$ cat src/sv/hmac_sha1_one_time_code_core_assert.svh
// assertion macros shared by the rtl
`ifndef HMAC_SHA1_ONE_TIME_CODE_CORE_ASSERT_SVH
`define HMAC_SHA1_ONE_TIME_CODE_CORE_ASSERT_SVH

// same-cycle implication
`define HOTP_ASSERT_NOW(label, ante, cons) \
  label: assert property (@(posedge clk) disable iff (!rst_n) (ante) |-> (cons)) \
    else $error("assertion failed");

// next-cycle implication
`define HOTP_ASSERT_NEXT(label, ante, cons) \
  label: assert property (@(posedge clk) disable iff (!rst_n) (ante) |=> (cons)) \
    else $error("assertion failed");

`endif

$ cat src/sv/hotp_pkg.sv
`default_nettype none
package hotp_pkg;
  localparam int KEY_BYTES_DEF = 64;

  localparam logic [1:0] MODE_LOAD = 2'd0;
  localparam logic [1:0] MODE_TIME = 2'd1;
  localparam logic [1:0] MODE_CNT  = 2'd2;
  localparam logic [1:0] MODE_NONE = 2'd3;

  localparam logic [1:0] REG_EPOCH  = 2'd0;
  localparam logic [1:0] REG_STEP   = 2'd1;
  localparam logic [1:0] REG_DIGITS = 2'd2;
  localparam logic [1:0] REG_KEYLEN = 2'd3;

  localparam logic [7:0] IPAD = 8'h36;
  localparam logic [7:0] OPAD = 8'h5C;
  localparam logic [31:0] TRUNC_MASK = 32'h7FFF_FFFF;

  localparam logic [159:0] SHA1_IV =
    {32'h67452301, 32'hEFCDAB89, 32'h98BADCFE, 32'h10325476, 32'hC3D2E1F0};
  localparam logic [31:0] K0 = 32'h5A827999;
  localparam logic [31:0] K1 = 32'h6ED9EBA1;
  localparam logic [31:0] K2 = 32'h8F1BBCDC;
  localparam logic [31:0] K3 = 32'hCA62C1D6;

  localparam logic [31:0] PAD_WORD   = 32'h8000_0000;
  localparam logic [31:0] INNER_BITS = 32'd576;
  localparam logic [31:0] OUTER_BITS = 32'd672;

  typedef struct packed {
    logic init;
    logic go;
    logic push;
  } sha_ctl_t;

  typedef struct packed {
    logic busy;
    logic done;
  } unit_sts_t;

  function automatic logic [31:0] pow10(input logic [3:0] d);
    logic [31:0] p;
    case (d) inside
      4'd0, 4'd1: p = 32'd10;
      4'd2: p = 32'd100;
      4'd3: p = 32'd1000;
      4'd4: p = 32'd10000;
      4'd5: p = 32'd100000;
      4'd6: p = 32'd1000000;
      4'd7: p = 32'd10000000;
      4'd8: p = 32'd100000000;
      default: p = 32'd1000000000;
    endcase
    return p;
  endfunction
endpackage
`default_nettype wire

$ cat src/sv/hotp_key.sv
`default_nettype none
module hotp_key #(
  parameter int KEY_BYTES = hotp_pkg::KEY_BYTES_DEF,
  localparam int KW = (KEY_BYTES > 1) ? $clog2(KEY_BYTES) : 1
) (
  input  wire logic          clk,
  input  wire logic          rst_n,
  input  wire logic          wr_en,
  input  wire logic [KW-1:0] wr_addr,
  input  wire logic [7:0]    wr_data,
  input  wire logic [KW-1:0] rd_addr,
  output logic      [7:0]    rd_data
);
  logic [7:0] mem [KEY_BYTES];
  logic [KEY_BYTES-1:0] vld_r;
  logic [7:0] rd_data_r;

  always_ff @(posedge clk) begin
    if (!rst_n) begin
      vld_r <= '0;
    end else if (wr_en) begin
      vld_r[wr_addr] <= 1'b1;
    end
  end

  always_ff @(posedge clk) begin
    if (wr_en) begin
      mem[wr_addr] <= wr_data;
    end
    rd_data_r <= vld_r[rd_addr] ? mem[rd_addr] : 8'd0;
  end

  assign rd_data = rd_data_r;
endmodule
`default_nettype wire

$ cat src/sv/hotp_sha1.sv
`default_nettype none
module hotp_sha1 (
  input  wire logic               clk,
  input  wire logic               rst_n,
  input  wire hotp_pkg::sha_ctl_t ctl,
  input  wire logic [31:0]        word,
  output hotp_pkg::unit_sts_t     sts,
  output logic [159:0]            digest
);
  logic [31:0] w_r [16];
  logic [31:0] h_r [5];
  logic [31:0] a_r, b_r, c_r, d_r, e_r;
  logic [6:0]  rnd_r;
  logic        run_r, fin_r, done_r;
  logic [31:0] f, k, t, wn;

  always_comb begin
    if (rnd_r < 7'd20) begin
      f = (b_r & c_r) | (~b_r & d_r);
      k = hotp_pkg::K0;
    end else if (rnd_r < 7'd40) begin
      f = b_r ^ c_r ^ d_r;
      k = hotp_pkg::K1;
    end else if (rnd_r < 7'd60) begin
      f = (b_r & c_r) ^ (b_r & d_r) ^ (c_r & d_r);
      k = hotp_pkg::K2;
    end else begin
      f = b_r ^ c_r ^ d_r;
      k = hotp_pkg::K3;
    end
    t = {a_r[26:0], a_r[31:27]} + f + e_r + w_r[0] + k;
    wn = w_r[13] ^ w_r[8] ^ w_r[2] ^ w_r[0];
  end

  always_ff @(posedge clk) begin
    if (!rst_n) begin
      run_r  <= 1'b0;
      fin_r  <= 1'b0;
      done_r <= 1'b0;
      rnd_r  <= '0;
    end else begin
      done_r <= fin_r;
      if (ctl.go && !run_r && !fin_r) begin
        run_r <= 1'b1;
        rnd_r <= '0;
      end else if (run_r) begin
        rnd_r <= rnd_r + 7'd1;
        if (rnd_r == 7'd79) begin
          run_r <= 1'b0;
          fin_r <= 1'b1;
        end
      end else if (fin_r) begin
        fin_r <= 1'b0;
      end
    end
  end

  always_ff @(posedge clk) begin
    if (ctl.push) begin
      for (int i = 0; i < 15; i++) begin
        w_r[i] <= w_r[i+1];
      end
      w_r[15] <= word;
    end else if (run_r) begin
      for (int i = 0; i < 15; i++) begin
        w_r[i] <= w_r[i+1];
      end
      w_r[15] <= {wn[30:0], wn[31]};
    end
    if (ctl.init) begin
      for (int i = 0; i < 5; i++) begin
        h_r[i] <= hotp_pkg::SHA1_IV[159-32*i -: 32];
      end
    end else if (fin_r) begin
      h_r[0] <= h_r[0] + a_r;
      h_r[1] <= h_r[1] + b_r;
      h_r[2] <= h_r[2] + c_r;
      h_r[3] <= h_r[3] + d_r;
      h_r[4] <= h_r[4] + e_r;
    end
    if (ctl.go && !run_r && !fin_r) begin
      a_r <= h_r[0];
      b_r <= h_r[1];
      c_r <= h_r[2];
      d_r <= h_r[3];
      e_r <= h_r[4];
    end else if (run_r) begin
      e_r <= d_r;
      d_r <= c_r;
      c_r <= {b_r[1:0], b_r[31:2]};
      b_r <= a_r;
      a_r <= t;
    end
  end

  assign sts.busy = run_r | fin_r;
  assign sts.done = done_r;
  assign digest = {h_r[0], h_r[1], h_r[2], h_r[3], h_r[4]};
endmodule
`default_nettype wire

$ cat src/sv/hotp_div.sv
`default_nettype none
module hotp_div (
  input  wire logic        clk,
  input  wire logic        rst_n,
  input  wire logic        start,
  input  wire logic [64:0] dividend,
  input  wire logic [31:0] divisor,
  output hotp_pkg::unit_sts_t sts,
  output logic [64:0]      quo,
  output logic [31:0]      rem
);
  logic [64:0] quo_r;
  logic [32:0] rem_r;
  logic [31:0] dvs_r;
  logic [6:0]  cnt_r;
  logic        busy_r, done_r;
  logic [32:0] sh;
  logic        ge;

  assign sh = {rem_r[31:0], quo_r[64]};
  assign ge = sh >= {1'b0, dvs_r};

  always_ff @(posedge clk) begin
    if (!rst_n) begin
      busy_r <= 1'b0;
      done_r <= 1'b0;
      cnt_r  <= '0;
    end else begin
      done_r <= busy_r && (cnt_r == 7'd64);
      if (start && !busy_r) begin
        busy_r <= 1'b1;
        cnt_r  <= '0;
      end else if (busy_r) begin
        cnt_r <= cnt_r + 7'd1;
        if (cnt_r == 7'd64) begin
          busy_r <= 1'b0;
        end
      end
    end
  end

  always_ff @(posedge clk) begin
    if (start && !busy_r) begin
      quo_r <= dividend;
      rem_r <= '0;
      dvs_r <= divisor;
    end else if (busy_r) begin
      rem_r <= ge ? (sh - {1'b0, dvs_r}) : sh;
      quo_r <= {quo_r[63:0], ge};
    end
  end

  assign sts.busy = busy_r;
  assign sts.done = done_r;
  assign quo = quo_r;
  assign rem = rem_r[31:0];
endmodule
`default_nettype wire

$ cat src/sv/hmac_sha1_one_time_code_core.sv
// hmac-sha1 one-time code core (hotp / totp)
// input stream: in_tuser carries mode, in_tdata key_index, key_byte, value.
// mode load writes one key byte and gives no result; an unused
// mode is dropped. time and counter modes each give one code on out_tdata.
// config writes go on the cfg channel (always ready); the user must make them
// only while the core is idle, as the core itself does not enforce this.
// a code takes two key blocks fed byte by byte from the key store, two
// message blocks, four sha-1 compressions on one round unit, and the shared
// 65-step serial divider, run for the decimal reduction and, in time mode,
// first for the time window as well.
// one item is in work at a time; in_tready is high only while idle.
// the code sits in an output register; a stalled receiver holds it there,
// the core takes one more item, works it and waits before posting its code.
// reset (rst_n low, synchronous) clears the key store to zero and sets
// epoch 0, time step 30, six digits and key length 20.
`default_nettype none
module hmac_sha1_one_time_code_core #(
  parameter int KEY_BYTES = hotp_pkg::KEY_BYTES_DEF,
  localparam int KW = (KEY_BYTES > 1) ? $clog2(KEY_BYTES) : 1
) (
  input  wire logic        clk,
  input  wire logic        rst_n,
  input  wire logic        in_tvalid,
  output logic             in_tready,
  input  wire logic [79:0] in_tdata,   // key_index, key_byte, value
  input  wire logic [1:0]  in_tuser,   // mode
  output logic             out_tvalid,
  input  wire logic        out_tready,
  output logic [31:0]      out_tdata,  // code
  input  wire logic        cfg_valid,
  output logic             cfg_ready,
  input  wire logic [1:0]  cfg_index,
  input  wire logic [63:0] cfg_data
);
  `include "hmac_sha1_one_time_code_core_assert.svh"

  typedef enum logic [11:0] {
    S_IDLE  = 12'b000000000001,
    S_TDIV  = 12'b000000000010,
    S_IKEY  = 12'b000000000100,
    S_IH1   = 12'b000000001000,
    S_IMSG  = 12'b000000010000,
    S_IH2   = 12'b000000100000,
    S_OKEY  = 12'b000001000000,
    S_OH1   = 12'b000010000000,
    S_OMSG  = 12'b000100000000,
    S_OH2   = 12'b001000000000,
    S_MOD   = 12'b010000000000,
    S_DONE  = 12'b100000000000
  } state_t;

  state_t state_r, state_nxt;

  logic [63:0] epoch_r;
  logic [31:0] step_r;
  logic [3:0]  digits_r;
  logic [6:0]  klen_r;

  logic [63:0] ctr_r;
  logic        neg_r;
  logic [159:0] ihash_r;
  logic [23:0] acc_r;
  logic [6:0]  issue_r, rdpos_r;
  logic        rdv_r;
  logic [3:0]  wc_r;
  logic        init_r, go_r, divgo_r;
  logic [64:0] dvd_r;
  logic [31:0] dvs_r;
  logic [29:0] code_r;
  logic [29:0] out_code_r;
  logic        out_valid_r;

  logic [1:0]  in_mode;
  logic [5:0]  in_kidx;
  logic [7:0]  in_kbyte;
  logic [63:0] in_value;
  logic        acc;
  logic [63:0] diff, mag;
  logic [31:0] step_e;
  logic [6:0]  klen_e;
  logic        key_ph, msg_ph, key_start;
  logic [7:0]  kbyte, pad;
  logic [31:0] mword;
  logic        push;
  logic [159:0] dshift;
  logic [31:0] tval;

  hotp_pkg::sha_ctl_t  sha_ctl;
  hotp_pkg::unit_sts_t sha_sts, div_sts;
  logic [159:0] digest;
  logic [7:0]   key_rd;
  logic [64:0]  quo;
  logic [31:0]  rem;

  assign in_mode  = in_tuser;
  assign in_kidx  = in_tdata[5:0];
  assign in_kbyte = in_tdata[13:6];
  assign in_value = in_tdata[77:14];

  assign in_tready = (state_r == S_IDLE);
  assign acc = in_tvalid && in_tready;
  assign cfg_ready = 1'b1;

  assign diff   = in_value - epoch_r;
  assign mag    = 64'd0 - diff;
  assign step_e = (step_r == 32'd0) ? 32'd1 : step_r;
  assign klen_e = (klen_r > 7'(KEY_BYTES)) ? 7'(KEY_BYTES) : klen_r;

  assign key_ph = (state_r == S_IKEY) || (state_r == S_OKEY);
  assign msg_ph = (state_r == S_IMSG) || (state_r == S_OMSG);
  assign key_start = (state_nxt == S_IKEY && state_r != S_IKEY) ||
                     (state_nxt == S_OKEY && state_r != S_OKEY);
  assign pad    = (state_r == S_IKEY) ? hotp_pkg::IPAD : hotp_pkg::OPAD;
  assign kbyte  = ((rdpos_r < klen_e) ? key_rd : 8'd0) ^ pad;

  always_comb begin
    mword = 32'd0;
    if (state_r == S_IMSG) begin
      case (wc_r)
        4'd0: mword = ctr_r[63:32];
        4'd1: mword = ctr_r[31:0];
        4'd2: mword = hotp_pkg::PAD_WORD;
        4'd15: mword = hotp_pkg::INNER_BITS;
        default: mword = 32'd0;
      endcase
    end else begin
      case (wc_r) inside
        [4'd0:4'd4]: mword = ihash_r[159-32*wc_r -: 32];
        4'd5: mword = hotp_pkg::PAD_WORD;
        4'd15: mword = hotp_pkg::OUTER_BITS;
        default: mword = 32'd0;
      endcase
    end
  end

  assign push = (key_ph && rdv_r && (rdpos_r[1:0] == 2'd3)) || msg_ph;

  assign sha_ctl.init = init_r;
  assign sha_ctl.go   = go_r;
  assign sha_ctl.push = push;

  assign dshift = digest << {digest[3:0], 3'b000};
  assign tval   = dshift[159:128] & hotp_pkg::TRUNC_MASK;

  always_comb begin
    state_nxt = state_r;
    unique case (state_r)
      S_IDLE: begin
        if (acc && in_mode == hotp_pkg::MODE_TIME) state_nxt = S_TDIV;
        else if (acc && in_mode == hotp_pkg::MODE_CNT) state_nxt = S_IKEY;
      end
      S_TDIV: if (div_sts.done) state_nxt = S_IKEY;
      S_IKEY: if (rdv_r && rdpos_r == 7'd63) state_nxt = S_IH1;
      S_IH1:  if (sha_sts.done) state_nxt = S_IMSG;
      S_IMSG: if (wc_r == 4'd15) state_nxt = S_IH2;
      S_IH2:  if (sha_sts.done) state_nxt = S_OKEY;
      S_OKEY: if (rdv_r && rdpos_r == 7'd63) state_nxt = S_OH1;
      S_OH1:  if (sha_sts.done) state_nxt = S_OMSG;
      S_OMSG: if (wc_r == 4'd15) state_nxt = S_OH2;
      S_OH2:  if (sha_sts.done) state_nxt = S_MOD;
      S_MOD:  if (div_sts.done) state_nxt = S_DONE;
      S_DONE: if (!out_valid_r || out_tready) state_nxt = S_IDLE;
      default: state_nxt = S_IDLE;
    endcase
  end

  always_ff @(posedge clk) begin
    if (!rst_n) begin
      state_r     <= S_IDLE;
      epoch_r     <= 64'd0;
      step_r      <= 32'd30;
      digits_r    <= 4'd6;
      klen_r      <= 7'd20;
      out_valid_r <= 1'b0;
      init_r      <= 1'b0;
      go_r        <= 1'b0;
      divgo_r     <= 1'b0;
      rdv_r       <= 1'b0;
      issue_r     <= '0;
      wc_r        <= '0;
    end else begin
      state_r <= state_nxt;
      init_r  <= key_start;
      go_r    <= (key_ph && rdv_r && rdpos_r == 7'd63) || (msg_ph && wc_r == 4'd15);
      divgo_r <= (state_r == S_IDLE && state_nxt == S_TDIV) ||
                 (state_r == S_OH2 && state_nxt == S_MOD);
      if (cfg_valid) begin
        unique case (cfg_index)
          hotp_pkg::REG_EPOCH:  epoch_r  <= cfg_data;
          hotp_pkg::REG_STEP:   step_r   <= cfg_data[31:0];
          hotp_pkg::REG_DIGITS: digits_r <= cfg_data[3:0];
          hotp_pkg::REG_KEYLEN: klen_r   <= cfg_data[6:0];
          default: ;
        endcase
      end
      if (state_r == S_DONE && state_nxt == S_IDLE) out_valid_r <= 1'b1;
      else if (out_tvalid && out_tready) out_valid_r <= 1'b0;
      if (key_start) begin
        issue_r <= '0;
        rdv_r   <= 1'b0;
      end else if (key_ph) begin
        rdv_r <= issue_r < 7'd64;
        if (issue_r < 7'd64) issue_r <= issue_r + 7'd1;
      end else begin
        rdv_r <= 1'b0;
      end
      if (msg_ph) wc_r <= wc_r + 4'd1;
      else wc_r <= '0;
    end
  end

  always_ff @(posedge clk) begin
    rdpos_r <= issue_r;
    if (key_ph && rdv_r) acc_r <= {acc_r[15:0], kbyte};
    if (acc && in_mode == hotp_pkg::MODE_CNT) ctr_r <= in_value;
    if (acc && in_mode == hotp_pkg::MODE_TIME) begin
      neg_r <= diff[63];
      dvs_r <= step_e;
      dvd_r <= diff[63] ? ({1'b0, mag} + {33'd0, step_e} - 65'd1) : {1'b0, diff};
    end
    if (state_r == S_TDIV && div_sts.done) begin
      ctr_r <= neg_r ? (64'd0 - quo[63:0]) : quo[63:0];
    end
    if (state_r == S_IH2 && sha_sts.done) ihash_r <= digest;
    if (state_r == S_OH2 && sha_sts.done) begin
      dvd_r <= {33'd0, tval};
      dvs_r <= hotp_pkg::pow10(digits_r);
    end
    if (state_r == S_MOD && div_sts.done) code_r <= rem[29:0];
    if (state_r == S_DONE && state_nxt == S_IDLE) out_code_r <= code_r;
  end

  hotp_key #(.KEY_BYTES(KEY_BYTES)) u_key (
    .clk     (clk),
    .rst_n   (rst_n),
    .wr_en   (acc && in_mode == hotp_pkg::MODE_LOAD && {26'd0, in_kidx} < KEY_BYTES),
    .wr_addr (in_kidx[KW-1:0]),
    .wr_data (in_kbyte),
    .rd_addr (issue_r[KW-1:0]),
    .rd_data (key_rd)
  );

  hotp_sha1 u_sha (
    .clk    (clk),
    .rst_n  (rst_n),
    .ctl    (sha_ctl),
    .word   (key_ph ? {acc_r, kbyte} : mword),
    .sts    (sha_sts),
    .digest (digest)
  );

  hotp_div u_div (
    .clk      (clk),
    .rst_n    (rst_n),
    .start    (divgo_r),
    .dividend (dvd_r),
    .divisor  (dvs_r),
    .sts      (div_sts),
    .quo      (quo),
    .rem      (rem)
  );

  assign out_tvalid = out_valid_r;
  assign out_tdata  = {2'b00, out_code_r};

  `HOTP_ASSERT_NOW(a_sha_go_idle, go_r, !sha_sts.busy)
  `HOTP_ASSERT_NOW(a_div_go_idle, divgo_r, !div_sts.busy)
  `HOTP_ASSERT_NEXT(a_out_from_done, !out_valid_r && state_r != S_DONE, !out_valid_r)
  `HOTP_ASSERT_NOW(a_push_not_running, push, !sha_sts.busy)
endmodule
`default_nettype wire
$ cat config.mk
export PLATFORM = sky130hd
export DESIGN_NAME = hmac_sha1_one_time_code_core
export DESIGN_NICKNAME = d
export VERILOG_FILES = /design/src/sv/hotp_pkg.sv /design/src/sv/hotp_key.sv /design/src/sv/hotp_sha1.sv /design/src/sv/hotp_div.sv /design/src/sv/hmac_sha1_one_time_code_core.sv
export VERILOG_INCLUDE_DIRS = /design/src /design/src/sv
export SDC_FILE = /design/constraint.sdc
export NUM_CORES = 2
export LEC_CHECK = 0
export BUFFER_PORTS_ARGS = -buffer_cell sky130_fd_sc_hd__buf_2
export CAP_MARGIN = 20
export CORE_UTILIZATION = 55
export DETAILED_ROUTE_END_ITERATION = 16
export HOLD_SLACK_MARGIN = 0.1
export PLACE_DENSITY = 0.74
export REMOVE_ABC_BUFFERS = 1
export SETUP_SLACK_MARGIN = 0.1
export SLEW_MARGIN = 20
export SYNTH_ARGS = -nofsm -noshare
export SYNTH_HDL_FRONTEND = slang
export SYNTH_HIERARCHICAL = 1
export SYNTH_SLANG_ARGS = --single-unit
$ cat constraint.sdc
create_clock -name clk -period 20.1 [get_ports clk]
set_input_delay 2.01 -clock clk [delete_from_list [all_inputs] [get_ports clk]]
set_output_delay 2.01 -clock clk [all_outputs]
set_load 0.05 [all_outputs]
Yosys cells after proc, flatten, opt, wreduce, memory -nomap -nowiden
Memory sizes are Yosys's and may differ from the RTL's. A register that Yosys moved wholly into a read port is not among the register bits.
Index checks and enable logic that the tools add are counted.
W data, S select, Z words.
{"block": "classes", "muxes": 106, "addsub": 20, "div": 0, "n_eq_ne": 41, "n_bitwise": 39, "shift": 2, "n_lt_le_gt_ge": 12, "n_reduce_logical": 59, "n_mul": 0}
{"operator": "$mux W32", "count": 44}
{"operator": "$add A32 B32 Y32", "count": 9}
{"operator": "$mux W30", "count": 8}
{"operator": "$xor A32 B32 Y32", "count": 7}
{"operator": "$mux W65", "count": 3}
{"operator": "$mux W64", "count": 3}
{"operator": "$shiftx A191 B33 Y32", "count": 1}
{"operator": "$shl A160 B7 Y159", "count": 1}
{"operator": "$mux W12", "count": 13}
{"operator": "$pmux W12 S12", "count": 1}
{"operator": "$and A32 B32 Y32", "count": 4}
{"operator": "$pmux W32 S4", "count": 1}
{"operator": "$sub A1 B64 Y64 const A", "count": 2}
{"operator": "$mux W31", "count": 3}
{"operator": "$add A64 B32 Y65", "count": 1}
{"operator": "$sub A65 B1 Y65 const B", "count": 1}
{"operator": "$or A64 B64 Y64", "count": 1}
{"operator": "$sub A64 B64 Y64", "count": 1}
{"operator": "$ge A33 B32 Y1", "count": 1}
{"operator": "$logic_not A32 Y1", "count": 1}
{"operator": "$not A32 Y32", "count": 1}
{"operator": "$or A32 B32 Y32", "count": 1}
{"operator": "$sub A32 B32 Y32", "count": 1}
{"operator": "$logic_and A1 B1 Y1", "count": 25}
{"operator": "52 further kinds", "count": 145}
{"block": "totals", "input_bits": 153, "elab_cells": 320, "regBits": 920, "mem_bits_ro": 0, "latch_bits": 0, "ram_bits": 1184, "out_inout_bits": 35, "n_memories": 3}
{"name": "u_key.mem", "depth": 64, "width": 8, "read_ports": 1, "rd_clocked_by_memory_dff": 1, "wr": 1, "line": "hotp_key.sv:14", "text": "logic [7:0] mem [KEY_BYTES];"}
{"name": "u_sha.w_r", "depth": 16, "width": 32, "read_ports": 16, "rd_clocked_by_memory_dff": 0, "wr": 16, "line": "hotp_sha1.sv:10", "text": "logic [31:0] w_r [16];"}
{"name": "u_sha.h_r", "depth": 5, "width": 32, "read_ports": 5, "rd_clocked_by_memory_dff": 0, "wr": 5, "line": "hotp_sha1.sv:11", "text": "logic [31:0] h_r [5];"}

Depth between registers and ports, before layout
{"block": "logic_depth", "ltp_word": 12, "ltp_mapped": 35, "depth_no_buf": 33}

Cells and area by module
The synthesis kept the hierarchy.
{"mod": "hotp_sha1", "cells_each": 3169, "area_each_um2": 42259.3, "seq_area_each_um2": 25184.2, "n_inst": 1}
{"mod": "hmac_sha1_one_time_code_core", "cells_each": 3993, "area_each_um2": 37808.8, "seq_area_each_um2": 14694.1, "n_inst": 1}
{"mod": "hotp_key", "cells_each": 1142, "area_each_um2": 22472.8, "seq_area_each_um2": 16816.1, "n_inst": 1}
{"mod": "hotp_div", "cells_each": 803, "area_each_um2": 7389.6, "seq_area_each_um2": 3733.6, "n_inst": 1}

Least setup slack after synthesis
OpenSTA, ideal clock, no wires.
{"block": "synth_path", "path_kind": "register -> register", "from": "reg state_r[0]", "to": "reg issue_r[0]", "path_stages_with_launch": 9, "setup_slack_ns": 6.755, "required_ns": 19.965, "arrival_time_ns": 13.210, "n_path_buf": 0, "synth_period_minus_slack_ns": 13.345, "path_cell_list": "dfxtp_1 > nor4_1 > nand2_1 > nor3_1 > nand2_1 > nor3_1 > nor2_1 > nand2_1 > nor2_1"}
{"block": "synth_via", "elab_chain_len": 10, "word_cells_on_any_way": 39, "cone_classes": "16 x eq/ne; 14 x mux; 9 x reduce/logical"}
{"element": "start, declared", "line": "hmac_sha1_one_time_code_core.sv:52", "text": "state_t state_r, state_nxt;"}
{"element": "start signal, assigned", "line": "hmac_sha1_one_time_code_core.sv:182", "text": "state_r <= state_nxt;"}
{"element": "$eq A12 B1 Y1", "line": "hmac_sha1_one_time_code_core.sv:100, hmac_sha1_one_time_code_core.sv:147"}
{"element": "$logic_and A1 B1 Y1", "line": "hmac_sha1_one_time_code_core.sv:101", "text": "assign acc = in_tvalid && in_tready;"}
{"element": "$logic_and A1 B1 Y1", "line": "hmac_sha1_one_time_code_core.sv:150", "text": "else if (acc && in_mode == hotp_pkg::MODE_CNT) state_nxt = S_IKEY;"}
{"element": "$mux W12", "line": "hmac_sha1_one_time_code_core.sv:150"}
{"element": "$mux W12", "line": "hmac_sha1_one_time_code_core.sv:149", "text": "if (acc && in_mode == hotp_pkg::MODE_TIME) state_nxt = S_TDIV;"}
{"element": "$pmux W12 S12", "line": "hmac_sha1_one_time_code_core.sv:147", "text": "unique case (state_r)"}
{"element": "$eq A12 B3 Y1 or $eq A12 B7 Y1 (tied branches)", "line": "hmac_sha1_one_time_code_core.sv:111, hmac_sha1_one_time_code_core.sv:112"}
{"element": "$logic_and A1 B1 Y1 (on tied branches)", "line": "hmac_sha1_one_time_code_core.sv:111, hmac_sha1_one_time_code_core.sv:112"}
{"element": "$logic_or A1 B1 Y1", "line": "hmac_sha1_one_time_code_core.sv:111", "text": "assign key_start = (state_nxt == S_IKEY && state_r != S_IKEY) ||"}
{"element": "$reduce_or A2 Y1 (no line)"}
{"element": "end signal, assigned", "line": "hmac_sha1_one_time_code_core.sv:203", "text": "if (issue_r < 7'd64) issue_r <= issue_r + 7'd1;"}
{"element": "end, declared", "line": "hmac_sha1_one_time_code_core.sv:63", "text": "logic [6:0] issue_r, rdpos_r;"}
Several ways; a longest one is shown, not always the timed one.
A chain may end at the register's enable or synchronous reset.

Worst setup path in the final report
{"block": "layout_path", "from": "in in_tdata[14]", "to": "reg dvd_r[64]"}
{"block": "layout_via", "elab_chain_len": 5}
{"element": "start, declared", "line": "hmac_sha1_one_time_code_core.sv:25", "text": "input wire logic [79:0] in_tdata,"}
{"element": "$sub A64 B64 Y64 (*)", "line": "hmac_sha1_one_time_code_core.sv:104", "text": "assign diff = in_value - epoch_r;"}
{"element": "$sub A1 B64 Y64", "line": "hmac_sha1_one_time_code_core.sv:105", "text": "assign mag = 64'd0 - diff;"}
{"element": "$add A64 B32 Y65", "line": "hmac_sha1_one_time_code_core.sv:219", "text": "dvd_r <= diff[63] ? ({1'b0, mag} + {33'd0, step_e} - 65'd1) : {1'b0, diff};"}
{"element": "$sub A65 B1 Y65", "line": "hmac_sha1_one_time_code_core.sv:219"}
{"element": "$mux W65 (*)", "line": "hmac_sha1_one_time_code_core.sv:219"}
{"element": "end signal, assigned", "line": "hmac_sha1_one_time_code_core.sv:219"}
{"element": "end signal, assigned", "line": "hmac_sha1_one_time_code_core.sv:226", "text": "dvd_r <= {33'd0, tval};"}
{"element": "end, declared", "line": "hmac_sha1_one_time_code_core.sv:67", "text": "logic [64:0] dvd_r;"}
Every way passes the cells marked *; elsewhere a longest branch is shown, timed or not.

==> flow_metrics.tcl <==
set metrics [dict create \
    status "finished, final reports clean" \
    critPathMostFrequentCell "ha_1" \
    holdPathStages 0 \
    firstDrtPassIters 6 \
    ant_nets 0 \
    dieArea_um2 202000 \
    drive_gt1_frac 0.120 \
    wl_per_cell_um 26.3 \
    cts-root-buf "clkbuf_16" \
    grt_max_degree 202 \
    nets 9861 \
    slew_violations 0 \
    min_to "u_sha/w_r[0][72]" \
    final_util 0.608 \
    r2r_cells 29 \
    worst-endpoint-arrival_ns 10.44 \
    cts_buffers 214 \
    syn_inst 9106 \
    end_kind "flop" \
    cts_sinks 2112 \
    yosysWarningCount 6 \
    r2r-start "epoch_r[0]" \
    syn2layout_area_growth_pct 9.60 \
    tightest_slew_ns 1.16 \
    fmax_mhz 103 \
    p_leak_nw 42.4 \
    via_per_inst 6.32 \
    clock_skew_ns 0.0873 \
    r2r-end "dvd_r[64]" \
    syn_avg_cell_area_um2 12.1 \
    slew_headroom 0.223 \
    r2r_slack_ns 11.41 \
    area.sequential_um2 60400 \
    drcViolationCount 0 \
    numPortBuffers 182 \
    htreeDepth 4 \
    hold_path.startpoint "u_sha/w_r[0][104]" \
    fp.dieW_um 449 \
    path_class "input port to flop" \
    p_per_area_nw_per_um2 84.5 \
    hold_violations 0 \
    rows 163 \
    ctsResizeCount 0 \
    grt_pass1_wl_um 466000 \
    required_ns 20.86 \
    period_needed_ns 9.68 \
    drt_iter0_drc 9037 \
    die_y_um 449 \
    clk_path_buf_depth 3 \
    max_cap_viol_count 0 \
    place_congestion 1.00 \
    cts_tree "built" \
    clock_latency_ns 0.90 \
    slowest_delay_ns 0.65 \
    hpwl_um 228000 \
    period_share 0.482 \
    crit_path_start_kind "input port" \
    io_pins 188 \
    dr_total_vias 76000 \
    setup_violations 0 \
    clk_pin_slew_worst_paths_ns 0.07 \
    multi_input_area_um2 46000 \
    fin_setup_tns_ns 0 \
    cts_setup_buffers 0 \
    cp_slowest_cell "a2111oi_2" \
    setup_slack_ns 10.42 \
    place_ws_ns 9.67 \
    ir_drop_uv 94.5 \
    holdCritPathClass "flop to flop" \
    num-fill-cells 15400 \
    grt_pass1_vias 73000 \
    grt-ovfl-total 0 \
    cp_max_fo 12 \
    routed_wl_um 317000 \
    antenna_found_initial 22 \
    cts-hold-fix-buffers 0 \
    track_usage 0.309 \
    core_area_um2 198000 \
    synth_area_um2 110000 \
    start_util 0.555 \
    rsz0062_at_grt "false" \
]
-- routing by layer --
| layer | GRT usage | wire length [µm] | part of all wire | up-vias |
|---|---|---|---|---|
| li1 | - | - | - | 34000 |
| met1 | 0.414 | 126000 | 0.40 | 37600 |
| met2 | 0.473 | 142000 | 0.45 | 3644 |
| met3 | 0.0650 | 29700 | 0.094 | 728 |
| met4 | 0.164 | 18500 | 0.058 | 22 |
| met5 | 0 | 144 | 0.00045 | - |
-- critical path: cells and delay by family --
kind / cells / cell delay (ns)
xor+xnor: 2 / 0.29
compound gates: 15 / 4.37
fa+ha+maj: 4 / 1.31
simple gates: 6 / 2.03
buf+inv: 4 / 0.42
-- placed cells by master (no fill, tap or decap), drive strengths merged, types with 143 or more instances in the layout --
| cell type | n |
|---|---|
| edfxtp | 1813 |
| nand2 | 1057 |
| nor2 | 571 |
| inv | 513 |
| o21ai | 500 |
| a21oi | 459 |
| ha | 395 |
| xnor2 | 310 |
| dfxtp | 299 |
| clkbuf | 283 |
| buf | 268 |
| mux4 | 257 |
| xor2 | 195 |
| o21a | 148 |
| mux2i | 146 |
| a21o | 143 |
-- through the flow --
step	instance area [µm²]	power [mW]	hold slack, ns	instances
after detailed placement	113000	6.22	0.404	11600
after global placement	113000	6.21	0.390	11600
after CTS	120000	10.2	0.380	12000
after floorplan	108000	5.86	0.374	8701
after global routing	120000	10.5	0.382	12000
final	120000	10.2	0.379	12000
-- cell type report --
type,instances,share of cell area
Clock buffer,283,0.0478
Tap cell,2640,0.0274
Multi-Input combinational cell,6080,0.382
Sequential cell,2112,0.502
Inverter,509,0.0159
Antenna cell,11,0.000228
Clock inverter,126,0.0116
Timing Repair Buffer,268,0.0137
-- report_power, final --
part	leakage [nW]	switching, mW	internal (mW)
clock network	3.42	1.76	2.26
logic	20.3	0.773	0.480
registers	18.7	0.0839	4.82
total	42.4	2.62	7.56
-- worst max-delay path by stage --
stage	end	depth (start not counted)	start	slack, ns
after floorplan	rdv_r	8	state_r[0]	6.68
after global placement	dvd_r[64]	34	in_tdata[14]	9.72
after detailed placement	dvd_r[64]	31	in_tdata[14]	9.67
after CTS	dvd_r[64]	34	in_tdata[14]	10.59
after global routing	dvd_r[62]	33	in_tdata[14]	10.09
final	dvd_r[64]	31	in_tdata[14]	10.42
-- registers in the layout, summed over array words and instances (netlist names), 65 cells and up --
signal / cells
dvd_r: 65
ihash_r: 160
u_sha/h_r: 160
u_key/mem: 512
u_div/quo: 65
u_sha/w_r: 512
Note: power is estimated with default switching activity, not from simulation.
